File: config.mk
export PLATFORM = sky130hd
export DESIGN_NAME = hid_message_packet_framer
export DESIGN_NICKNAME = d
export VERILOG_FILES = /design/src/sv/hmpf_pkg.sv /design/src/sv/hid_message_packet_framer.sv /design/src/sv/hmpf_front.sv /design/src/sv/hmpf_queue.sv /design/src/sv/hmpf_back.sv
export VERILOG_INCLUDE_DIRS = /design/src /design/src/sv
export SDC_FILE = /design/constraint.sdc
export NUM_CORES = 2
export LEC_CHECK = 0
export BUFFER_PORTS_ARGS = -buffer_cell sky130_fd_sc_hd__buf_2
export CORE_MARGIN = 5
export CORE_UTILIZATION = 55
export DETAILED_ROUTE_END_ITERATION = 12
export GPL_ROUTABILITY_DRIVEN = 0
export PLACE_DENSITY = 0.86
export SYNTH_ARGS = -nofsm -noshare
export SYNTH_HDL_FRONTEND = slang
export SYNTH_SLANG_ARGS = --single-unit
File: constraint.sdc
create_clock -name clk -period 7.5 [get_ports clk]
set_input_delay 0.375 -clock clk [delete_from_list [all_inputs] [get_ports clk]]
set_output_delay 0.375 -clock clk [all_outputs]
set_load 0.05 [all_outputs]
File: src/sv/assert_macros.svh
// Shared assertion macros, clocked on clk and disabled in reset.
`ifndef ASSERT_MACROS_SVH
`define ASSERT_MACROS_SVH

`define ASSERT_ALWAYS(lbl, cond, msg) \
  lbl: assert property (@(posedge clk) disable iff (rst) (cond)) else $error(msg);

`define ASSERT_NEXT(lbl, ante, cons, msg) \
  lbl: assert property (@(posedge clk) disable iff (rst) (ante) |=> (cons)) else $error(msg);

`endif

File: src/sv/hmpf_pkg.sv
`default_nettype none

package hmpf_pkg;

  localparam int LENGTH_BITS  = 20;
  localparam int BYTE_W       = 8;
  localparam int FILL_W       = 6;
  localparam int PART_W       = 16;
  localparam int SEQ_W        = 16;
  localparam int CMD_W        = 16;
  localparam int FMT_W        = 2;
  localparam int IDX_W        = 6;
  localparam int POS_W        = IDX_W + 1;
  localparam int PACKET_BYTES = 64;
  localparam int IN_TDATA_W   = ((CMD_W + LENGTH_BITS + BYTE_W + 7) / 8) * 8;

  localparam int DEF_FIRST_PAYLOAD = 42;
  localparam int DEF_NEXT_PAYLOAD  = 54;
  localparam int HDR_BYTES         = 8;
  localparam int FIRST_HDR_BYTES   = 12;

  localparam int QDEPTH  = 2;
  localparam int QSLOT_W = 1;

  localparam logic [IDX_W-1:0] IDX_LAST = IDX_W'(PACKET_BYTES - 1);

  localparam logic [BYTE_W-1:0] SYNC_BYTE  = 8'h3f;
  localparam logic [BYTE_W-1:0] TYPE_FIRST = 8'h5d;
  localparam logic [BYTE_W-1:0] TYPE_NEXT  = 8'h5e;

  localparam logic [15:0] CRC_INIT = 16'hffff;
  localparam logic [15:0] CRC_POLY = 16'h1021;

  localparam logic [15:0] DIR_NORMAL     = 16'h0005;
  localparam logic [15:0] DIR_LEGACY_ONE = 16'h0001;
  localparam logic [15:0] DIR_LEGACY_TWO = 16'h0015;
  localparam logic [15:0] FMT_NORMAL     = 16'h0009;
  localparam logic [15:0] FMT_LEGACY_ONE = 16'h0000;

  localparam logic [FMT_W-1:0] LEGACY_NORMAL = 2'd0;
  localparam logic [FMT_W-1:0] LEGACY_ONE    = 2'd1;
  localparam logic [FMT_W-1:0] LEGACY_TWO    = 2'd2;

  localparam logic REQ_START = 1'b0;
  localparam logic REQ_DATA  = 1'b1;

  localparam int CFG_INDEX_W = 1;
  localparam int CFG_DATA_W  = 16;
  localparam logic [CFG_INDEX_W-1:0] REG_LEGACY_FORMAT    = 1'd0;
  localparam logic [CFG_INDEX_W-1:0] REG_INITIAL_SEQUENCE = 1'd1;

  typedef struct packed {
    logic                   first;
    logic                   last;
    logic [FILL_W-1:0]      n;
    logic [PART_W-1:0]      parts;
    logic [CMD_W-1:0]       cmd;
    logic [LENGTH_BITS-1:0] len;
    logic [SEQ_W-1:0]       seq;
    logic [FMT_W-1:0]       legacy;
  } pkt_desc_t;

  typedef struct packed {
    logic               we;
    logic [QSLOT_W-1:0] bank;
    logic [FILL_W-1:0]  addr;
    logic [BYTE_W-1:0]  data;
  } store_wr_t;

  function automatic logic [15:0] crc_byte(input logic [15:0] crc_in,
                                           input logic [BYTE_W-1:0] b);
    logic [15:0] c;
    c = crc_in ^ {b, 8'h00};
    for (int i = 0; i < 8; i++) begin
      c = c[15] ? ((c << 1) ^ CRC_POLY) : (c << 1);
    end
    return c;
  endfunction

endpackage

`default_nettype wire

File: src/sv/hid_message_packet_framer.sv
// After the item that completes a packet (or a zero-length start), the descriptor is
// queued and the idle back end leaves B_IDLE and registers byte 0; the 64 bytes then
// follow one a cycle while m_tready is high.
// Throughput: one input transfer a cycle while a packet bank is free (two banks) and
// no part-count multiply is pending; the output returns to idle between packets. A
// start with more than one packet holds s_tready low for the multiply. Synchronous
// reset clears control state, sequence and format; the packet banks are not cleared.
`default_nettype none

module hid_message_packet_framer import hmpf_pkg::*; #(
  parameter int FIRST_PAYLOAD = DEF_FIRST_PAYLOAD,
  parameter int NEXT_PAYLOAD  = DEF_NEXT_PAYLOAD
) (
  input  wire logic                   clk,
  input  wire logic                   rst,
  input  wire logic                   s_tvalid,
  output logic                        s_tready,
  // command_code, message_length, payload_byte, zero pad
  input  wire logic [IN_TDATA_W-1:0]  s_tdata,
  // req_type
  input  wire logic [0:0]             s_tuser,
  output logic                        m_tvalid,
  input  wire logic                   m_tready,
  // packet_byte
  output logic [BYTE_W-1:0]           m_tdata,
  output logic                        m_tlast,
  // message_end
  output logic [0:0]                  m_tuser,
  input  wire logic                   cfg_we,
  input  wire logic [CFG_INDEX_W-1:0] cfg_index,
  input  wire logic [CFG_DATA_W-1:0]  cfg_data
);

  logic               push, pop, q_full, q_empty;
  logic [QSLOT_W-1:0] wr_slot, rd_slot;
  pkt_desc_t          push_desc, head;
  store_wr_t          store_wr;

  hmpf_front #(
    .FIRST_PAYLOAD (FIRST_PAYLOAD),
    .NEXT_PAYLOAD  (NEXT_PAYLOAD)
  ) u_front (
    .clk       (clk),
    .rst       (rst),
    .s_tvalid  (s_tvalid),
    .s_tready  (s_tready),
    .s_tdata   (s_tdata),
    .s_tuser   (s_tuser),
    .cfg_we    (cfg_we),
    .cfg_index (cfg_index),
    .cfg_data  (cfg_data),
    .q_full    (q_full),
    .wr_slot   (wr_slot),
    .push      (push),
    .push_desc (push_desc),
    .store_wr  (store_wr)
  );

  hmpf_queue u_queue (
    .clk       (clk),
    .rst       (rst),
    .push      (push),
    .push_desc (push_desc),
    .pop       (pop),
    .head      (head),
    .empty     (q_empty),
    .full      (q_full),
    .wr_slot   (wr_slot),
    .rd_slot   (rd_slot)
  );

  hmpf_back #(
    .FIRST_PAYLOAD (FIRST_PAYLOAD),
    .NEXT_PAYLOAD  (NEXT_PAYLOAD)
  ) u_back (
    .clk      (clk),
    .rst      (rst),
    .store_wr (store_wr),
    .head     (head),
    .empty    (q_empty),
    .rd_slot  (rd_slot),
    .pop      (pop),
    .m_tvalid (m_tvalid),
    .m_tready (m_tready),
    .m_tdata  (m_tdata),
    .m_tlast  (m_tlast),
    .m_tuser  (m_tuser)
  );

endmodule

`default_nettype wire

File: src/sv/hmpf_front.sv
`default_nettype none

module hmpf_front import hmpf_pkg::*; #(
  parameter int FIRST_PAYLOAD = DEF_FIRST_PAYLOAD,
  parameter int NEXT_PAYLOAD  = DEF_NEXT_PAYLOAD
) (
  input  wire logic                   clk,
  input  wire logic                   rst,
  input  wire logic                   s_tvalid,
  output logic                        s_tready,
  input  wire logic [IN_TDATA_W-1:0]  s_tdata,
  input  wire logic [0:0]             s_tuser,
  input  wire logic                   cfg_we,
  input  wire logic [CFG_INDEX_W-1:0] cfg_index,
  input  wire logic [CFG_DATA_W-1:0]  cfg_data,
  input  wire logic                   q_full,
  input  wire logic [QSLOT_W-1:0]     wr_slot,
  output logic                        push,
  output pkt_desc_t                   push_desc,
  output store_wr_t                   store_wr
);

  `include "assert_macros.svh"

  localparam int DW = LENGTH_BITS + 1;
  localparam int RS = DW + 7;
  localparam int MW = RS + 1;
  localparam longint RM = ((longint'(1) << RS) + longint'(NEXT_PAYLOAD - 1)) /
                          longint'(NEXT_PAYLOAD);
  localparam logic [MW-1:0] RECIP = MW'(RM);

  typedef enum logic [1:0] {
    F_RUN = 2'b01,
    F_DIV = 2'b10
  } front_state_t;

  front_state_t           state;
  logic                   open;
  logic                   first_part;
  logic [FILL_W-1:0]      fill;
  logic [LENGTH_BITS-1:0] remaining;
  logic [PART_W-1:0]      part_index;
  logic [PART_W-1:0]      part_total;
  logic [CMD_W-1:0]       held_cmd;
  logic [LENGTH_BITS-1:0] held_len;
  logic [SEQ_W-1:0]       seq;
  logic [FMT_W-1:0]       legacy;
  logic [DW-1:0]          dvd;

  logic                   req_type;
  logic [CMD_W-1:0]       in_cmd;
  logic [LENGTH_BITS-1:0] in_len;
  logic [BYTE_W-1:0]      in_byte;
  logic                   accept, start_ok, is_data, zero_start;
  logic                   data_last, data_push;
  logic [FILL_W-1:0]      fill_inc, cap;
  logic [LENGTH_BITS-1:0] rem_dec;
  logic [DW+MW-1:0]       prod;

  assign req_type = s_tuser[0];
  assign in_cmd   = s_tdata[CMD_W-1:0];
  assign in_len   = s_tdata[CMD_W +: LENGTH_BITS];
  assign in_byte  = s_tdata[CMD_W + LENGTH_BITS +: BYTE_W];

  assign s_tready   = (state == F_RUN) && !q_full;
  assign accept     = s_tvalid && s_tready;
  assign start_ok   = accept && (req_type == REQ_START) && !open;
  assign is_data    = accept && (req_type == REQ_DATA) && open;
  assign zero_start = start_ok && (in_len == '0);

  assign fill_inc  = fill + FILL_W'(1);
  assign rem_dec   = remaining - LENGTH_BITS'(1);
  assign cap       = first_part ? FILL_W'(FIRST_PAYLOAD) : FILL_W'(NEXT_PAYLOAD);
  assign data_last = (rem_dec == '0);
  assign data_push = is_data && (data_last || (fill_inc >= cap));
  assign push      = data_push || zero_start;

  always_comb begin
    push_desc.first  = zero_start ? 1'b1 : first_part;
    push_desc.last   = zero_start ? 1'b1 : data_last;
    push_desc.n      = zero_start ? '0 : fill_inc;
    push_desc.parts  = zero_start ? PART_W'(1) : (first_part ? part_total : part_index);
    push_desc.cmd    = zero_start ? in_cmd : held_cmd;
    push_desc.len    = zero_start ? in_len : held_len;
    push_desc.seq    = seq;
    push_desc.legacy = legacy;
  end

  assign store_wr.we   = is_data;
  assign store_wr.bank = wr_slot;
  assign store_wr.addr = fill;
  assign store_wr.data = in_byte;

  // part count by reciprocal multiply, exact over the whole dividend range
  assign prod = (DW+MW)'(dvd) * (DW+MW)'(RECIP);

  always_ff @(posedge clk) begin
    if (rst) begin
      state      <= F_RUN;
      open       <= 1'b0;
      first_part <= 1'b0;
      fill       <= '0;
      remaining  <= '0;
      part_index <= '0;
      part_total <= '0;
      seq        <= '0;
      legacy     <= LEGACY_NORMAL;
    end else begin
      unique case (state)
        F_RUN: begin
          if (start_ok) begin
            held_cmd   <= in_cmd;
            held_len   <= in_len;
            remaining  <= in_len;
            part_index <= '0;
            fill       <= '0;
            first_part <= 1'b1;
            if (zero_start) begin
              part_total <= PART_W'(1);
              seq        <= seq + SEQ_W'(1);
            end else if (in_len > LENGTH_BITS'(FIRST_PAYLOAD)) begin
              open  <= 1'b1;
              dvd   <= DW'(in_len) - DW'(FIRST_PAYLOAD) + DW'(NEXT_PAYLOAD - 1);
              state <= F_DIV;
            end else begin
              open       <= 1'b1;
              part_total <= PART_W'(1);
            end
          end
          if (is_data) begin
            fill      <= data_push ? '0 : fill_inc;
            remaining <= rem_dec;
            if (data_push) begin
              part_index <= part_index + PART_W'(1);
              first_part <= 1'b0;
            end
            if (data_last) begin
              open <= 1'b0;
              seq  <= seq + SEQ_W'(1);
            end
          end
        end
        F_DIV: begin
          part_total <= prod[RS +: PART_W] + PART_W'(1);
          state      <= F_RUN;
        end
        default: state <= F_RUN;
      endcase
      if (cfg_we) begin
        unique case (cfg_index)
          REG_LEGACY_FORMAT:    legacy <= cfg_data[FMT_W-1:0];
          REG_INITIAL_SEQUENCE: seq    <= cfg_data[SEQ_W-1:0];
          default: ;
        endcase
      end
    end
  end

  `ASSERT_ALWAYS(a_fill_below_cap, !open || (fill < cap), "fill passed packet capacity")
  `ASSERT_NEXT(a_div_in_open_msg, state == F_DIV, open, "part count divide without open message")

endmodule

`default_nettype wire

File: src/sv/hmpf_queue.sv
`default_nettype none

module hmpf_queue import hmpf_pkg::*; (
  input  wire logic                clk,
  input  wire logic                rst,
  input  wire logic                push,
  input  wire pkt_desc_t           push_desc,
  input  wire logic                pop,
  output pkt_desc_t                head,
  output logic                     empty,
  output logic                     full,
  output logic [QSLOT_W-1:0]       wr_slot,
  output logic [QSLOT_W-1:0]       rd_slot
);

  `include "assert_macros.svh"

  localparam int CNT_W = $clog2(QDEPTH + 1);

  pkt_desc_t           slots [QDEPTH];
  logic [QSLOT_W-1:0]  wr_ptr;
  logic [QSLOT_W-1:0]  rd_ptr;
  logic [CNT_W-1:0]    count;

  assign empty   = (count == '0);
  assign full    = (count == CNT_W'(QDEPTH));
  assign wr_slot = wr_ptr;
  assign rd_slot = rd_ptr;
  assign head    = slots[rd_ptr];

  always_ff @(posedge clk) begin
    if (push) begin
      slots[wr_ptr] <= push_desc;
    end
  end

  always_ff @(posedge clk) begin
    if (rst) begin
      wr_ptr <= '0;
      rd_ptr <= '0;
      count  <= '0;
    end else begin
      if (push) wr_ptr <= wr_ptr + QSLOT_W'(1);
      if (pop)  rd_ptr <= rd_ptr + QSLOT_W'(1);
      unique case ({push, pop})
        2'b10:   count <= count + CNT_W'(1);
        2'b01:   count <= count - CNT_W'(1);
        default: count <= count;
      endcase
    end
  end

  `ASSERT_ALWAYS(a_no_overflow, !(push && full), "packet queue overflow")
  `ASSERT_ALWAYS(a_no_underflow, !(pop && empty), "packet queue underflow")

endmodule

`default_nettype wire

File: src/sv/hmpf_back.sv
`default_nettype none

module hmpf_back import hmpf_pkg::*; #(
  parameter int FIRST_PAYLOAD = DEF_FIRST_PAYLOAD,
  parameter int NEXT_PAYLOAD  = DEF_NEXT_PAYLOAD
) (
  input  wire logic                clk,
  input  wire logic                rst,
  input  wire store_wr_t           store_wr,
  input  wire pkt_desc_t           head,
  input  wire logic                empty,
  input  wire logic [QSLOT_W-1:0]  rd_slot,
  output logic                     pop,
  output logic                     m_tvalid,
  input  wire logic                m_tready,
  output logic [BYTE_W-1:0]        m_tdata,
  output logic                     m_tlast,
  output logic [0:0]               m_tuser
);

  `include "assert_macros.svh"

  localparam int DEPTH = (FIRST_PAYLOAD > NEXT_PAYLOAD) ? FIRST_PAYLOAD : NEXT_PAYLOAD;
  localparam int AW    = (DEPTH > 1) ? $clog2(DEPTH) : 1;

  typedef enum logic [1:0] {
    B_IDLE = 2'b01,
    B_SEND = 2'b10
  } back_state_t;

  logic [BYTE_W-1:0] store [QDEPTH][DEPTH];

  back_state_t       state;
  logic [IDX_W-1:0]  idx;
  logic [15:0]       crc;
  logic [BYTE_W-1:0] rd_data;

  logic              adv;
  logic [IDX_W-1:0]  idx_next;
  logic [POS_W-1:0]  pos, pos_next, ml, base, pl_end, crc_pos, rd_diff;
  logic [AW-1:0]     rd_off;
  logic [3:0]        hdr_off;
  logic [15:0]       dir_word, fmt_word;
  logic [31:0]       len_word;
  logic [BYTE_W-1:0] byte_out;
  logic              crc_feed;

  assign adv      = (state == B_SEND) && (!m_tvalid || m_tready);
  assign pop      = adv && (idx == IDX_LAST);
  assign idx_next = adv ? idx + IDX_W'(1) : idx;

  assign pos      = POS_W'(idx);
  assign pos_next = POS_W'(idx_next);
  assign ml       = head.first ? POS_W'(head.n) + POS_W'(FIRST_HDR_BYTES) : POS_W'(head.n);
  assign base     = head.first ? POS_W'(HDR_BYTES + FIRST_HDR_BYTES) : POS_W'(HDR_BYTES);
  assign pl_end   = base + POS_W'(head.n);
  assign crc_pos  = ml + POS_W'(HDR_BYTES);
  assign hdr_off  = 4'(idx - IDX_W'(HDR_BYTES));
  assign len_word = 32'(head.len);

  // read runs one byte ahead so the registered data lines up with idx
  assign rd_diff = pos_next - base;
  assign rd_off  = ((pos_next >= base) && (rd_diff < POS_W'(DEPTH))) ? AW'(rd_diff) : '0;

  always_ff @(posedge clk) begin
    if (store_wr.we) begin
      store[store_wr.bank][store_wr.addr[AW-1:0]] <= store_wr.data;
    end
    rd_data <= store[rd_slot][rd_off];
  end

  always_comb begin
    unique case (head.legacy)
      LEGACY_ONE: begin
        dir_word = DIR_LEGACY_ONE;
        fmt_word = FMT_LEGACY_ONE;
      end
      LEGACY_TWO: begin
        dir_word = DIR_LEGACY_TWO;
        fmt_word = FMT_NORMAL;
      end
      default: begin
        dir_word = DIR_NORMAL;
        fmt_word = FMT_NORMAL;
      end
    endcase
  end

  always_comb begin
    unique case (idx)
      6'd0: byte_out = SYNC_BYTE;
      6'd1: byte_out = 8'(crc_pos);
      6'd2: byte_out = head.first ? TYPE_FIRST : TYPE_NEXT;
      6'd3: byte_out = 8'(ml);
      6'd4: byte_out = head.parts[7:0];
      6'd5: byte_out = head.parts[15:8];
      6'd6: byte_out = crc[7:0];
      6'd7: byte_out = crc[15:8];
      default: begin
        priority if (head.first && (pos < base)) begin
          unique case (hdr_off)
            4'd0:    byte_out = head.cmd[15:8];
            4'd1:    byte_out = head.cmd[7:0];
            4'd2:    byte_out = dir_word[7:0];
            4'd3:    byte_out = dir_word[15:8];
            4'd4:    byte_out = fmt_word[7:0];
            4'd5:    byte_out = fmt_word[15:8];
            4'd6:    byte_out = head.seq[7:0];
            4'd7:    byte_out = head.seq[15:8];
            4'd8:    byte_out = len_word[7:0];
            4'd9:    byte_out = len_word[15:8];
            4'd10:   byte_out = len_word[23:16];
            4'd11:   byte_out = len_word[31:24];
            default: byte_out = '0;
          endcase
        end else if (pos < pl_end) begin
          byte_out = rd_data;
        end else if (pos == crc_pos) begin
          byte_out = crc[7:0];
        end else if (pos == crc_pos + POS_W'(1)) begin
          byte_out = crc[15:8];
        end else begin
          byte_out = '0;
        end
      end
    endcase
  end

  // header CRC over bytes 2..5, then over first-packet header and payload
  assign crc_feed = ((pos >= POS_W'(2)) && (pos <= POS_W'(5))) ||
                    ((pos >= POS_W'(HDR_BYTES)) && (pos < crc_pos));

  always_ff @(posedge clk) begin
    if (adv) begin
      if (idx == IDX_W'(1)) begin
        crc <= CRC_INIT;
      end else if (crc_feed) begin
        crc <= crc_byte(crc, byte_out);
      end
    end
  end

  always_ff @(posedge clk) begin
    if (rst) begin
      state    <= B_IDLE;
      idx      <= '0;
      m_tvalid <= 1'b0;
      m_tlast  <= 1'b0;
      m_tuser  <= '0;
    end else begin
      unique case (state)
        B_IDLE: begin
          idx <= '0;
          if (!empty) state <= B_SEND;
        end
        B_SEND: begin
          idx <= idx_next;
          if (pop) state <= B_IDLE;
        end
        default: state <= B_IDLE;
      endcase
      if (adv) begin
        m_tvalid   <= 1'b1;
        m_tdata    <= byte_out;
        m_tlast    <= (idx == IDX_LAST);
        m_tuser[0] <= (idx == IDX_LAST) && head.last;
      end else if (m_tready) begin
        m_tvalid <= 1'b0;
      end
    end
  end

  `ASSERT_NEXT(a_pop_on_packet_end, pop, m_tvalid && m_tlast, "packet retired off its last byte")

endmodule

`default_nettype wire
==> key figures <==
Outcome
  – Status: complete, but fails checks
  – Failing checks: setup timing

Clock tree
  – Htree depth: 3
  – Longest Clk Path Bufs: 3
  – CTS tree: yes
  – Clock slew at reported path FFs: roughly 0.070 ns
  – Root Buffer: clkbuf_16
  – Num CTS Buffers: between 100 and 150
  – Skew-Pair Late Insertion Delay: 0.73 ns
  – Clock sinks: approximately 1.2k

Detailed routing
  – Total routed wirelength: 153000 um
  – Via count: 37.5k
  – DRC Markers: 0
  – Avg WL per Cell: approximately 27 um
  – Vias/cell: between 6 and 7
  – First DRT Iteration DRCs: 4905
  – DR pass1 iterations: 6
  – Antenna Nets Post-Route: 0

Timing
  – Fin crit share: 102%
  – Post-route setup TNS: -0.115 ns
  – Setup slack after layout: -0.115 ns
  – Final Hold Viols: 0
  – Final Max Tran Viols: 0
  – Hold_ws: 0.0364 ns
  – Fmax: 131 MHz
  – Layout Skew: 0.0581 ns
  – Min Tclk post-route: 7.61 ns
  – Final Setup Violations: 1
  – Slew margin rel.: 15.7%
  – Worst-margin pin slew: 1.26 ns
  – Unrepaired setup endpoints after global routing: true

Floorplanning
  – Row count: 119
  – Core area: 106000 um2
  – Ports: 83
  – Die Wd: about 340 um
  – Die Y: roughly 340 um
  – Starting Density: 55.6%
  – Die Area: 113000 um2

Finish
  – Area added between synthesis and finish: 11.8%
  – Post-route cell area: 65700 um2
  – Finished Core Util: 62.1%
  – Final Non-Filler Cells: 5665
  – Share of cells above drive strength 1: 16.2%
  – Nets: 4664

Logic synthesis
  – Register bit total from synthesis: 1205
  – Synth top area cells: edfxtp_1 (56%), mux4_2 (8.2%), ha_1 (5.6%)
  – Commonest cells post-synth: edfxtp_1 (1101), inv_1 (309), nor2_1 (300)
  – Synth top area share: 56.3%
  – Syn_nets: 4477
  – Cells after synthesis: 3986
  – Cell variety after synth: 112
  – Post-synth top area cell: edfxtp_1
  – Seq/Total Area, Yosys: 59.8%
  – Post-synth ARST share: 0%
  – EDFF count, synth: around 1.1k
  – Top FF cell, synth: edfxtp_1
  – Synth Cell Area: 58700 um2
  – Post-synthesis area per instance: 14.7 um2
  – Top-count cell post-synth: edfxtp_1
  – Total number of yosys warnings: 0

Setup path
  – Worst r2r src: u_front.dvd[13]
  – Worst Setup Path Type: flip-flop to flip-flop
  – CP max FO: 9
  – FF-to-FF setup slack: -0.11 ns
  – Worst EP arrival: 8.20 ns
  – Critical Path RT: approximately 8.1 ns
  – CP Capture Type: flip-flop
  – CP startpoint kind: flip-flop
  – Crit path from: u_front.dvd[13]

Hold path
  – Hold path start: s_tdata[19]
  – Hold Path Class: primary input to flip-flop

Global route
  – First-pass GRT wire length: ~230000 um
  – Total grt overflow: 0
  – Vias in the first global route: 37.9k
  – Largest net degree at the start of global routing: 109
  – Tot GR Track Use: a little over a quarter
  – Initial antenna violation count: 0

Flow run
  – Max Cap Viol: 0

Place
  – Worst slack, placed: -0.233 ns
  – Placed Cells: 5394
  – IO Port Bufs: 78
  – DP Area: 61100 um2
  – Post-DP HPWL: 95900 um

Power
  – Design Power: roughly 20 mW
  – Cell Pwr Density: around 300 nW/um2
  – Worst IR Drop VDD: 0.000462 V
  – Leakage: around 23 nW
## layout by cell type, fill, tap and decap left out, types with 35 or more instances in the layout
cell type	instances
o22ai_1	53
inv_1	302
fa_1	157
nand2_1	194
dlygate4sd3_1	46
clkbuf_16	112
mux2i_1	110
a211oi_1	38
ha_1	257
dfxtp_1	103
buf_2	70
nor2_1	296
xnor2_1	58
o21ai_0	127
mux4_2	215
buf_4	120
nor3_1	46
a21oi_1	98
xor2_1	38
edfxtp_1	1101
and2_1	35
nand3_1	75
## power breakdown
group | internal [mW] | switching, mW | total, mW | leakage (nW)
logic | 2.81 | 3.58 | 6.39 | 10.7
registers | 7.35 | 0.0430 | 7.39 | 10.8
clock network | 3.33 | 2.56 | 5.90 | 1.84
## kinds of logic after synthesis
family | after synthesis | synth area share, %
compound gates | 575 | 6.72
buf+inv | 476 | 3.22
flops | 1205 | 59.8
fa+ha+maj | 420 | 11.0
xor+xnor | 104 | 1.66
simple gates | 864 | 7.13
mux | 342 | 10.5
## timing repair
action | CTS | global route
resized for setup | 11 | 39
endpoints found under the hold margin | 73 | 0
setup endpoints to repair | 3 | 6
hold buffers | 46 | 0
setup buffers | 3 | 8
pin swaps | 12 | 37
cloned | 0 | 0
## worst max-delay path, stage by stage, from the launching register on
cell	delay [ns]
edfxtp_1	0.45
fa_1	0.57
fa_1	0.53
inv_1	0.06
fa_1	0.48
fa_1	0.56
inv_1	0.07
fa_1	0.50
fa_1	0.53
ha_1	0.32
ha_1	0.33
buf_4	0.18
nand2_2	0.09
o21ai_2	0.07
a211oi_2	0.25
a221oi_4	0.12
o41a_1	0.44
and2_4	0.16
xnor2_1	0.14
or4b_4	0.55
o31a_1	0.30
or4_1	0.51
a32o_1	0.27
## path summary, 6_finish.rpt
kind | endpoint | cells past startpoint
hold / removal | u_front.held_len[3] | 1
setup / recovery | u_front.part_total[13] | 22
setup reg to reg | u_front.part_total[13] | 22
hold reg to reg | u_front.part_total[11] | 2
## layout make-up
type / instances / area, um2
fillers: 6988 / 40100
flip-flops and latches: 1205 / 35100
multi-input cells: 2305 / 22000
clock buffers: 133 / 2900
repair buffers: 240 / 1780
well taps: 1391 / 1740
inverters: 310 / 1160
clock inverters: 79 / 886
diodes: 2 / 5.00
## routing by layer
metal  global-route usage [%]  part of all wire, %  up-vias
met4                     13.9                  6.4        0
met3                     5.40                   11      612
met1                     33.7                   34    18500
met5                        0                    0        -
li1                         -                    -    15500
met2                     44.2                   49     2797
## sequential cells by signal, indices dropped and copies added (netlist names), 16 cells and up, named ones only
register            cells
u_queue.slots         156
u_front.part_total     16
u_front.seq            16
u_front.held_len       20
u_front.dvd            21
u_front.part_index     16
u_back.crc             16
u_front.held_cmd       16
u_front.remaining      20
u_back.store          864
(Power assumes the default switching activity.)
